$ cat src/rtl/sfr_pkg.sv
// Shared constants for the serial frame receiver.
// Holds frame limits, field widths and result status codes.
// No dependencies.
package sfr_pkg;

    localparam int MAX_FRAME = 32;
    localparam int POS_W     = $clog2(MAX_FRAME);

    localparam int BYTE_W    = 8;
    localparam int STATUS_W  = 2;
    localparam int OUT_IDX_W = 5;

    // A length byte must stay below this so that the whole frame fits the frame memory.
    localparam int LEN_LIMIT = MAX_FRAME - 3;

    localparam logic [STATUS_W-1:0] ST_FRAME_BYTE = 2'd0;
    localparam logic [STATUS_W-1:0] ST_CHK_ERROR  = 2'd1;
    localparam logic [STATUS_W-1:0] ST_DROPPED    = 2'd2;
    localparam logic [STATUS_W-1:0] ST_BAD_LEN    = 2'd3;

    localparam logic OP_RX_BYTE = 1'b0;
    localparam logic OP_RELEASE = 1'b1;

endpackage

$ cat src/rtl/sfr_ram.sv
// Generic single-write, single-read synchronous RAM.
// Read data is registered and holds while no read is issued.
// No dependencies.
module sfr_ram #(
    parameter int WIDTH = 8,
    parameter int DEPTH = 32
) (
    input  logic                     clk,
    input  logic                     we,
    input  logic [$clog2(DEPTH)-1:0] waddr,
    input  logic [WIDTH-1:0]         wdata,
    input  logic                     re,
    input  logic [$clog2(DEPTH)-1:0] raddr,
    output logic [WIDTH-1:0]         rdata
);

    logic [WIDTH-1:0] mem [DEPTH];
    logic [WIDTH-1:0] rdata_reg;

    always_ff @(posedge clk)
    begin
        if (we)
        begin
            mem[waddr] <= wdata;
        end
        if (re)
        begin
            rdata_reg <= mem[raddr];
        end
    end

    assign rdata = rdata_reg;

endmodule

$ cat src/rtl/serial_frame_receiver.sv
// Serial frame receiver: parses start, destination, source, length, data, checksum.
//
// Input channel (in_valid / in_stall): one beat carries op and rx_byte. op selects a
// received byte or a release of the held message. The parser keeps phase, position,
// running sum and length in registers and writes each frame byte into a 32-entry
// frame memory.
// Output channel (out_valid / out_stall): one beat per result. Status results (bad
// length, checksum error, dropped because held) appear in the cycle after the byte
// that causes them. A good frame is read back from the frame memory one byte per
// cycle while the output does not stall, through its registered read port and then
// the output register; the frame has length+3 bytes, and in_stall is high until
// the last byte is loaded into the output register.
// A stall on the output holds the output register; in_stall then rises for any new
// beat, and a readout pauses with its pending memory read held.
// Configuration (cfg_valid / cfg_ready): writes start_byte, always ready.
// Reset clears the parser to hunting, clears the held mark and sets start_byte to 2.
// The frame memory is not cleared; only bytes of the current frame are ever read.
module serial_frame_receiver (
    input  logic                             clk,
    input  logic                             rst_n,
    input  logic                             cfg_valid,
    output logic                             cfg_ready,
    input  logic [sfr_pkg::BYTE_W-1:0]       cfg_data,
    input  logic                             in_valid,
    output logic                             in_stall,
    input  logic                             op,
    input  logic [sfr_pkg::BYTE_W-1:0]       rx_byte,
    output logic                             out_valid,
    input  logic                             out_stall,
    output logic [sfr_pkg::STATUS_W-1:0]     status,
    output logic [sfr_pkg::BYTE_W-1:0]       out_byte,
    output logic [sfr_pkg::OUT_IDX_W-1:0]    out_index,
    output logic                             last
);
    import sfr_pkg::*;

    localparam logic [2:0] PH_HUNT = 3'd0;
    localparam logic [2:0] PH_DEST = 3'd1;
    localparam logic [2:0] PH_SRC  = 3'd2;
    localparam logic [2:0] PH_LEN  = 3'd3;
    localparam logic [2:0] PH_DATA = 3'd4;
    localparam logic [2:0] PH_CHK  = 3'd5;

    logic [2:0]          phase_reg, phase_next;
    logic [POS_W-1:0]    pos_reg, pos_next;
    logic [BYTE_W-1:0]   sum_reg, sum_next;
    logic [POS_W-1:0]    len_reg, len_next;
    logic                held_reg, held_next;
    logic [BYTE_W-1:0]   start_byte_reg;

    logic                dump_reg, dump_next;
    logic                issued_all_reg, issued_all_next;
    logic [POS_W-1:0]    rd_idx_reg, rd_idx_next;
    logic [POS_W-1:0]    last_idx_reg, last_idx_next;
    logic                rd_pend_reg, rd_pend_next;
    logic [POS_W-1:0]    pend_idx_reg, pend_idx_next;

    logic                out_valid_reg, out_valid_next;
    logic [STATUS_W-1:0] status_reg, status_next;
    logic [BYTE_W-1:0]   out_byte_reg, out_byte_next;
    logic [OUT_IDX_W-1:0] out_index_reg, out_index_next;
    logic                last_reg, last_next;

    logic                in_accept;
    logic                out_free;
    logic                load_out;
    logic                issue;
    logic                ram_we;
    logic [BYTE_W-1:0]   ram_rdata;
    logic                status_fire;
    logic [STATUS_W-1:0] status_code;
    logic [POS_W:0]      data_end;
    logic [BYTE_W-1:0]   rx_sum;

    assign cfg_ready = 1'b1;
    assign out_free  = !out_valid_reg || !out_stall;
    assign in_stall  = dump_reg || !out_free;
    assign in_accept = in_valid && !in_stall;

    assign rx_sum   = sum_reg + rx_byte;
    assign data_end = {1'b0, len_reg} + (POS_W+1)'(2);

    always_comb
    begin
        phase_next      = phase_reg;
        pos_next        = pos_reg;
        sum_next        = sum_reg;
        len_next        = len_reg;
        held_next       = held_reg;
        dump_next       = dump_reg;
        issued_all_next = issued_all_reg;
        rd_idx_next     = rd_idx_reg;
        last_idx_next   = last_idx_reg;
        ram_we          = 1'b0;
        status_fire     = 1'b0;
        status_code     = ST_BAD_LEN;

        if (in_accept && op == OP_RELEASE)
        begin
            held_next = 1'b0;
        end
        else if (in_accept)
        begin
            unique case (phase_reg)
                PH_HUNT:
                begin
                    if (rx_byte == start_byte_reg)
                    begin
                        pos_next   = '0;
                        sum_next   = '0;
                        phase_next = PH_DEST;
                    end
                end
                PH_DEST, PH_SRC:
                begin
                    ram_we     = 1'b1;
                    sum_next   = rx_sum;
                    pos_next   = pos_reg + 1'b1;
                    phase_next = (phase_reg == PH_DEST) ? PH_SRC : PH_LEN;
                end
                PH_LEN:
                begin
                    if (rx_byte != '0 && rx_byte < BYTE_W'(LEN_LIMIT))
                    begin
                        ram_we     = 1'b1;
                        sum_next   = rx_sum;
                        len_next   = rx_byte[POS_W-1:0];
                        pos_next   = pos_reg + 1'b1;
                        phase_next = PH_DATA;
                    end
                    else
                    begin
                        phase_next  = PH_HUNT;
                        status_fire = 1'b1;
                        status_code = ST_BAD_LEN;
                    end
                end
                PH_DATA:
                begin
                    ram_we   = 1'b1;
                    sum_next = rx_sum;
                    if ({1'b0, pos_reg} == data_end)
                    begin
                        phase_next = PH_CHK;
                    end
                    else if (pos_reg < POS_W'(MAX_FRAME - 1))
                    begin
                        pos_next = pos_reg + 1'b1;
                    end
                end
                PH_CHK:
                begin
                    phase_next = PH_HUNT;
                    if (sum_reg != rx_byte)
                    begin
                        status_fire = 1'b1;
                        status_code = ST_CHK_ERROR;
                    end
                    else if (held_reg)
                    begin
                        status_fire = 1'b1;
                        status_code = ST_DROPPED;
                    end
                    else
                    begin
                        // Good frame: start reading it back from the frame memory.
                        held_next       = 1'b1;
                        dump_next       = 1'b1;
                        issued_all_next = 1'b0;
                        rd_idx_next     = '0;
                        last_idx_next   = data_end[POS_W-1:0];
                    end
                end
                default:
                begin
                    phase_next = PH_HUNT;
                end
            endcase
        end

        // Readout: a read is issued when the output register will take its data in
        // time, so one frame byte moves per cycle unless the output stalls.
        load_out      = rd_pend_reg && out_free;
        issue         = dump_reg && !issued_all_reg && (!rd_pend_reg || load_out);
        rd_pend_next  = issue ? 1'b1 : (load_out ? 1'b0 : rd_pend_reg);
        pend_idx_next = issue ? rd_idx_reg : pend_idx_reg;
        if (issue)
        begin
            rd_idx_next = rd_idx_reg + 1'b1;
            if (rd_idx_reg == last_idx_reg)
            begin
                issued_all_next = 1'b1;
            end
        end
        if (load_out && pend_idx_reg == last_idx_reg)
        begin
            dump_next = 1'b0;
        end

        out_valid_next = out_valid_reg && out_stall;
        status_next    = status_reg;
        out_byte_next  = out_byte_reg;
        out_index_next = out_index_reg;
        last_next      = last_reg;
        if (load_out)
        begin
            out_valid_next = 1'b1;
            status_next    = ST_FRAME_BYTE;
            out_byte_next  = ram_rdata;
            out_index_next = OUT_IDX_W'(pend_idx_reg);
            last_next      = (pend_idx_reg == last_idx_reg);
        end
        else if (status_fire)
        begin
            out_valid_next = 1'b1;
            status_next    = status_code;
            out_byte_next  = '0;
            out_index_next = '0;
            last_next      = 1'b1;
        end
    end

    sfr_ram #(
        .WIDTH (BYTE_W),
        .DEPTH (MAX_FRAME)
    ) u_frame_ram (
        .clk   (clk),
        .we    (ram_we),
        .waddr (pos_reg),
        .wdata (rx_byte),
        .re    (issue),
        .raddr (rd_idx_reg),
        .rdata (ram_rdata)
    );

    always_ff @(posedge clk or negedge rst_n)
    begin
        if (!rst_n)
        begin
            phase_reg      <= PH_HUNT;
            pos_reg        <= '0;
            sum_reg        <= '0;
            held_reg       <= 1'b0;
            start_byte_reg <= BYTE_W'(2);
            dump_reg       <= 1'b0;
            issued_all_reg <= 1'b1;
            rd_pend_reg    <= 1'b0;
            out_valid_reg  <= 1'b0;
        end
        else
        begin
            phase_reg      <= phase_next;
            pos_reg        <= pos_next;
            sum_reg        <= sum_next;
            held_reg       <= held_next;
            dump_reg       <= dump_next;
            issued_all_reg <= issued_all_next;
            rd_pend_reg    <= rd_pend_next;
            out_valid_reg  <= out_valid_next;
            if (cfg_valid && cfg_ready)
            begin
                start_byte_reg <= cfg_data;
            end
        end
    end

    always_ff @(posedge clk)
    begin
        len_reg       <= len_next;
        rd_idx_reg    <= rd_idx_next;
        last_idx_reg  <= last_idx_next;
        pend_idx_reg  <= pend_idx_next;
        status_reg    <= status_next;
        out_byte_reg  <= out_byte_next;
        out_index_reg <= out_index_next;
        last_reg      <= last_next;
    end

    assign out_valid = out_valid_reg;
    assign status    = status_reg;
    assign out_byte  = out_byte_reg;
    assign out_index = out_index_reg;
    assign last      = last_reg;

endmodule
$ cat config.mk
export PLATFORM = sky130hd
export DESIGN_NAME = serial_frame_receiver
export DESIGN_NICKNAME = d
export VERILOG_FILES = /design/src/rtl/sfr_pkg.sv /design/src/rtl/sfr_ram.sv /design/src/rtl/serial_frame_receiver.sv
export SDC_FILE = /design/constraint.sdc
export NUM_CORES = 1
export LEC_CHECK = 0
export BUFFER_PORTS_ARGS = -buffer_cell sky130_fd_sc_hd__buf_2
export CAP_MARGIN = 15
export CORE_MARGIN = 2
export CORE_UTILIZATION = 62
export DETAILED_ROUTE_END_ITERATION = 10
export PLACE_DENSITY = 0.79
export SLEW_MARGIN = 10
export SYNTH_ARGS = -nofsm -noshare
export SYNTH_HDL_FRONTEND = slang
export SYNTH_SLANG_ARGS = --single-unit
$ cat constraint.sdc
create_clock -name clk -period 3 [get_ports clk]
set_input_delay 0.9 -clock clk [delete_from_list [all_inputs] [get_ports clk]]
set_output_delay 0.9 -clock clk [all_outputs]
set_load 0.01 [all_outputs]
==> results.sh <==
export IMPL_drc_errors=0
export IMPL_row_count=53
export IMPL_core_region_area_mm2=0.0211
export IMPL_cts_tree="done"
export IMPL_place_congestion=0.893
export IMPL_rsz0062_at_grt="false"
export IMPL_yosysUniqueCellTypes=53
export IMPL_leakage_uw=0.00516
export IMPL_drive_gt1_share_pct=30.6
export IMPL_start_kind="input pin"
export IMPL_final_util_pct=72.7
export IMPL_drt_total_wl_um=29800
export IMPL_die_x_um=151
export IMPL_dieArea_mm2=0.0228
export IMPL_critPathMaxFanout=8
export IMPL_grt_total_usage_pct=27.6
export IMPL_synth_nets=736
export IMPL_nets=835
export IMPL_drtPass1Iterations=5
export IMPL_r2r_start="out_valid"
export IMPL_path_buf_inv=2
export IMPL_worstPathCellList="buf_2 -> nor3_2 -> nand2_1 -> o31ai_1 -> and3_1 -> nand2_1 -> buf_4 -> nor2_1"
export IMPL_worstMarginPinSlew_ns=0.947
export IMPL_fill_cells=1219
export IMPL_htree_levels=1
export IMPL_vias_per_cell=6.49
export IMPL_setup_viol=0
export IMPL_die_h_um=151
export IMPL_post_place_ws_ns=-0.630
export IMPL_max_freq_mhz=360
export IMPL_path_depth=8
export IMPL_skew_ns=0.0319
export IMPL_regMostFlops="u_frame_ram.mem"
export IMPL_arrival_ns=2.97
export IMPL_cts_max_path_buffers=3
export IMPL_path_common_cell="nand2_1"
export IMPL_reg2reg_slack_ns=0.39
export IMPL_fin_hold_ws_ns=0.359
export IMPL_antenna_cells=0
export IMPL_ios=41
export IMPL_final_period_utilization_pct=92.6
export IMPL_largest_reg_flops=256
export IMPL_drv_cap=0
export IMPL_cpPeakStageDelay_ns=0.59
export IMPL_avgSynthCellArea_um2=19.1
export IMPL_via_count=7131
export IMPL_crit_path_top_delay_cell="nor2_1"
export IMPL_synth_edf_count=298
export IMPL_min_period_ns=2.78
export IMPL_reg2reg_depth=7
export IMPL_fin_ws_ns=0.221
export IMPL_critPathLaunch="rx_byte[7]"
export IMPL_cts_sinks=329
export IMPL_hold_viol=0
export IMPL_path_class="in -> reg"
export IMPL_setup_tns_ns=0
export IMPL_finalPower_uw=10500
export IMPL_syn_inst=700
export IMPL_power_density_mw_per_mm2=683
export IMPL_cts_inserted_buffers=31
export IMPL_numPortBuffers=39
export IMPL_ir_drop_mv=0.474
export IMPL_ant_nets=0
export IMPL_crit_path_end_kind="register"
export IMPL_grt_pass1_wl_um=44900
export IMPL_cp_endpoint="u_frame_ram.mem[19][2]"
export IMPL_start_util_pct=63.5
export IMPL_critPathRequiredTime_ns=3.19
export IMPL_drt_iter0_drc=883
export IMPL_clk_latency_ns=0.58
export IMPL_yosys_warnings=0
export IMPL_wl_per_cell_um=27.2
export IMPL_async_flop_share_pct=8.81
export IMPL_netlist_area_mm2=0.0134
export IMPL_syn2layout_area_growth_pct=14.5
export IMPL_antenna_found_initial=1
export IMPL_grt_pass1_vias=7225
export IMPL_cts_root_buf="clkbuf_16"
export IMPL_ys_seq_area_share_pct=72.6
export IMPL_r2r_end="u_frame_ram.mem[19][2]"
export IMPL_clkTransAtPathRegs_ns=0.06
export IMPL_status="complete, no violations"
export IMPL_grt_overflow_total=0
export IMPL_grt_max_degree=67
export IMPL_dp_hpwl_um=18600
export IMPL_crit_family="simple AND/OR/NAND/NOR gates"
export IMPL_synth_main_ff_cell="edfxtp_1"
export IMPL_drv_slew=0
export IMPL_slew_headroom_pct=36.9
export IMPL_hold_class="in -> async"
export IMPL_ys_ff_latch=329
area by class of cell:
type / instances / area [µm²] / share of cell area [%]
flip-flops and latches: 329 / 9720 / 63.4
multi-input cells: 327 / 3510 / 22.9
clock buffers: 36 / 795 / 5.18
repair buffers: 98 / 688 / 4.49
well taps: 275 / 344 / 2.25
clock inverters: 21 / 225 / 1.47
inverters: 12 / 45.0 / 0.294
stage by stage:
stage	instances	area (µm²)
after floorplan	700	13400
after global placement	1041	14300
after detailed placement	1041	14300
after CTS	1098	15300
after global routing	1098	15300
final	1098	15300
timing repair:
action / CTS / global route
resized for setup: 4 / 4
hold buffers: 0 / 0
buffers inserted: 0 / 0
endpoints found under the setup margin: 32 / 153
hold endpoints to repair: 0 / 0
how the worst min path moves through the flow:
| stage | from | to | cells past startpoint |
|---|---|---|---|
| final | rst_n | held_reg | 1 |
| after CTS | rst_n | out_valid | 1 |
| after global placement | rd_pend_reg | out_valid | 1 |
| after global routing | rst_n | held_reg | 1 |
| after detailed placement | sum_reg[7] | sum_reg[7] | 1 |
| after floorplan | rd_idx_reg[3] | pend_idx_reg[3] | 0 |
cells in the final DEF, fill, tap and decap left out, types with 3 or more instances in the layout:
master,n
clkinv_2,5
a22o_1,8
nand3_1,18
clkinv_1,9
ha_1,13
o21ai_0,7
nor4_1,4
buf_12,4
nor3_1,4
buf_4,55
a31oi_1,3
a21o_1,3
edfxtp_1,298
or3_1,5
inv_1,12
mux4_2,80
mux2_2,16
nor3_2,5
clkbuf_16,31
xnor2_1,16
nand2_1,17
and2_1,14
nor2_2,7
a21oi_1,10
buf_2,39
bufinv_16,5
nand2b_1,4
dfrtp_1,27
clkbuf_1,5
xor2_1,19
nor2_1,42
synth_stat cells (2+ instances only):
cell type | instances | area (µm²)
a21oi_1 | 10 | 50.1
ha_1 | 13 | 163
inv_1 | 12 | 45.0
and2_1 | 14 | 87.6
dfstp_2 | 2 | 52.6
or3_1 | 5 | 31.3
nor3_1 | 9 | 45.0
nor2b_1 | 2 | 12.5
nor4_1 | 4 | 25.0
o31ai_1 | 2 | 15.0
nand2b_1 | 4 | 25.0
dfrtp_1 | 27 | 676
o21ai_1 | 2 | 10.0
a31oi_1 | 3 | 18.8
a22o_1 | 8 | 70.1
edfxtp_1 | 298 | 8950
xor2_1 | 19 | 166
nand3_1 | 18 | 90.1
mux2_2 | 16 | 180
clkbuf_1 | 22 | 82.6
a21o_1 | 3 | 22.5
o41ai_1 | 2 | 17.5
buf_2 | 4 | 20.0
nand4_1 | 2 | 12.5
nor2_1 | 49 | 184
or4_1 | 2 | 15.0
o21ai_0 | 7 | 35.0
mux4_2 | 80 | 1800
xnor2_1 | 16 | 140
nand2_1 | 17 | 63.8
o211ai_1 | 2 | 15.0
buf_6 | 4 | 45.0
dfxtp_1 | 2 | 40.0
cell families after synthesis:
| kind of cell | after synthesis | share of synthesized area [%] |
|---|---|---|
| AO/OA/AOI/OAI | 49 | 2.53 |
| multiplexers | 97 | 14.9 |
| AND/OR/NAND/NOR | 130 | 4.64 |
| flip-flops | 329 | 72.6 |
| other | 1 | 0.0280 |
| XOR/XNOR | 36 | 2.46 |
| buffers and inverters | 44 | 1.52 |
| adder cells (fa/ha/maj) | 14 | 1.36 |
metal layers:
| metal | global-route usage [%] | vias up | wire length, µm |
|---|---|---|---|
| li1 | - | 3000 | - |
| met4 | 8.79 | 2 | 993 |
| met1 | 40.3 | 3658 | 11700 |
| met3 | 5.60 | 73 | 2700 |
| met5 | 0 | - | 13 |
| met2 | 43.0 | 398 | 14400 |
power by group:
group / switching, µW / internal [µW] / leakage, µW
sequential: 175 / 5180 / 0.00309
clock: 1640 / 2310 / 0.000497
combinational: 679 / 481 / 0.00157
(Power assumes the default switching activity.)
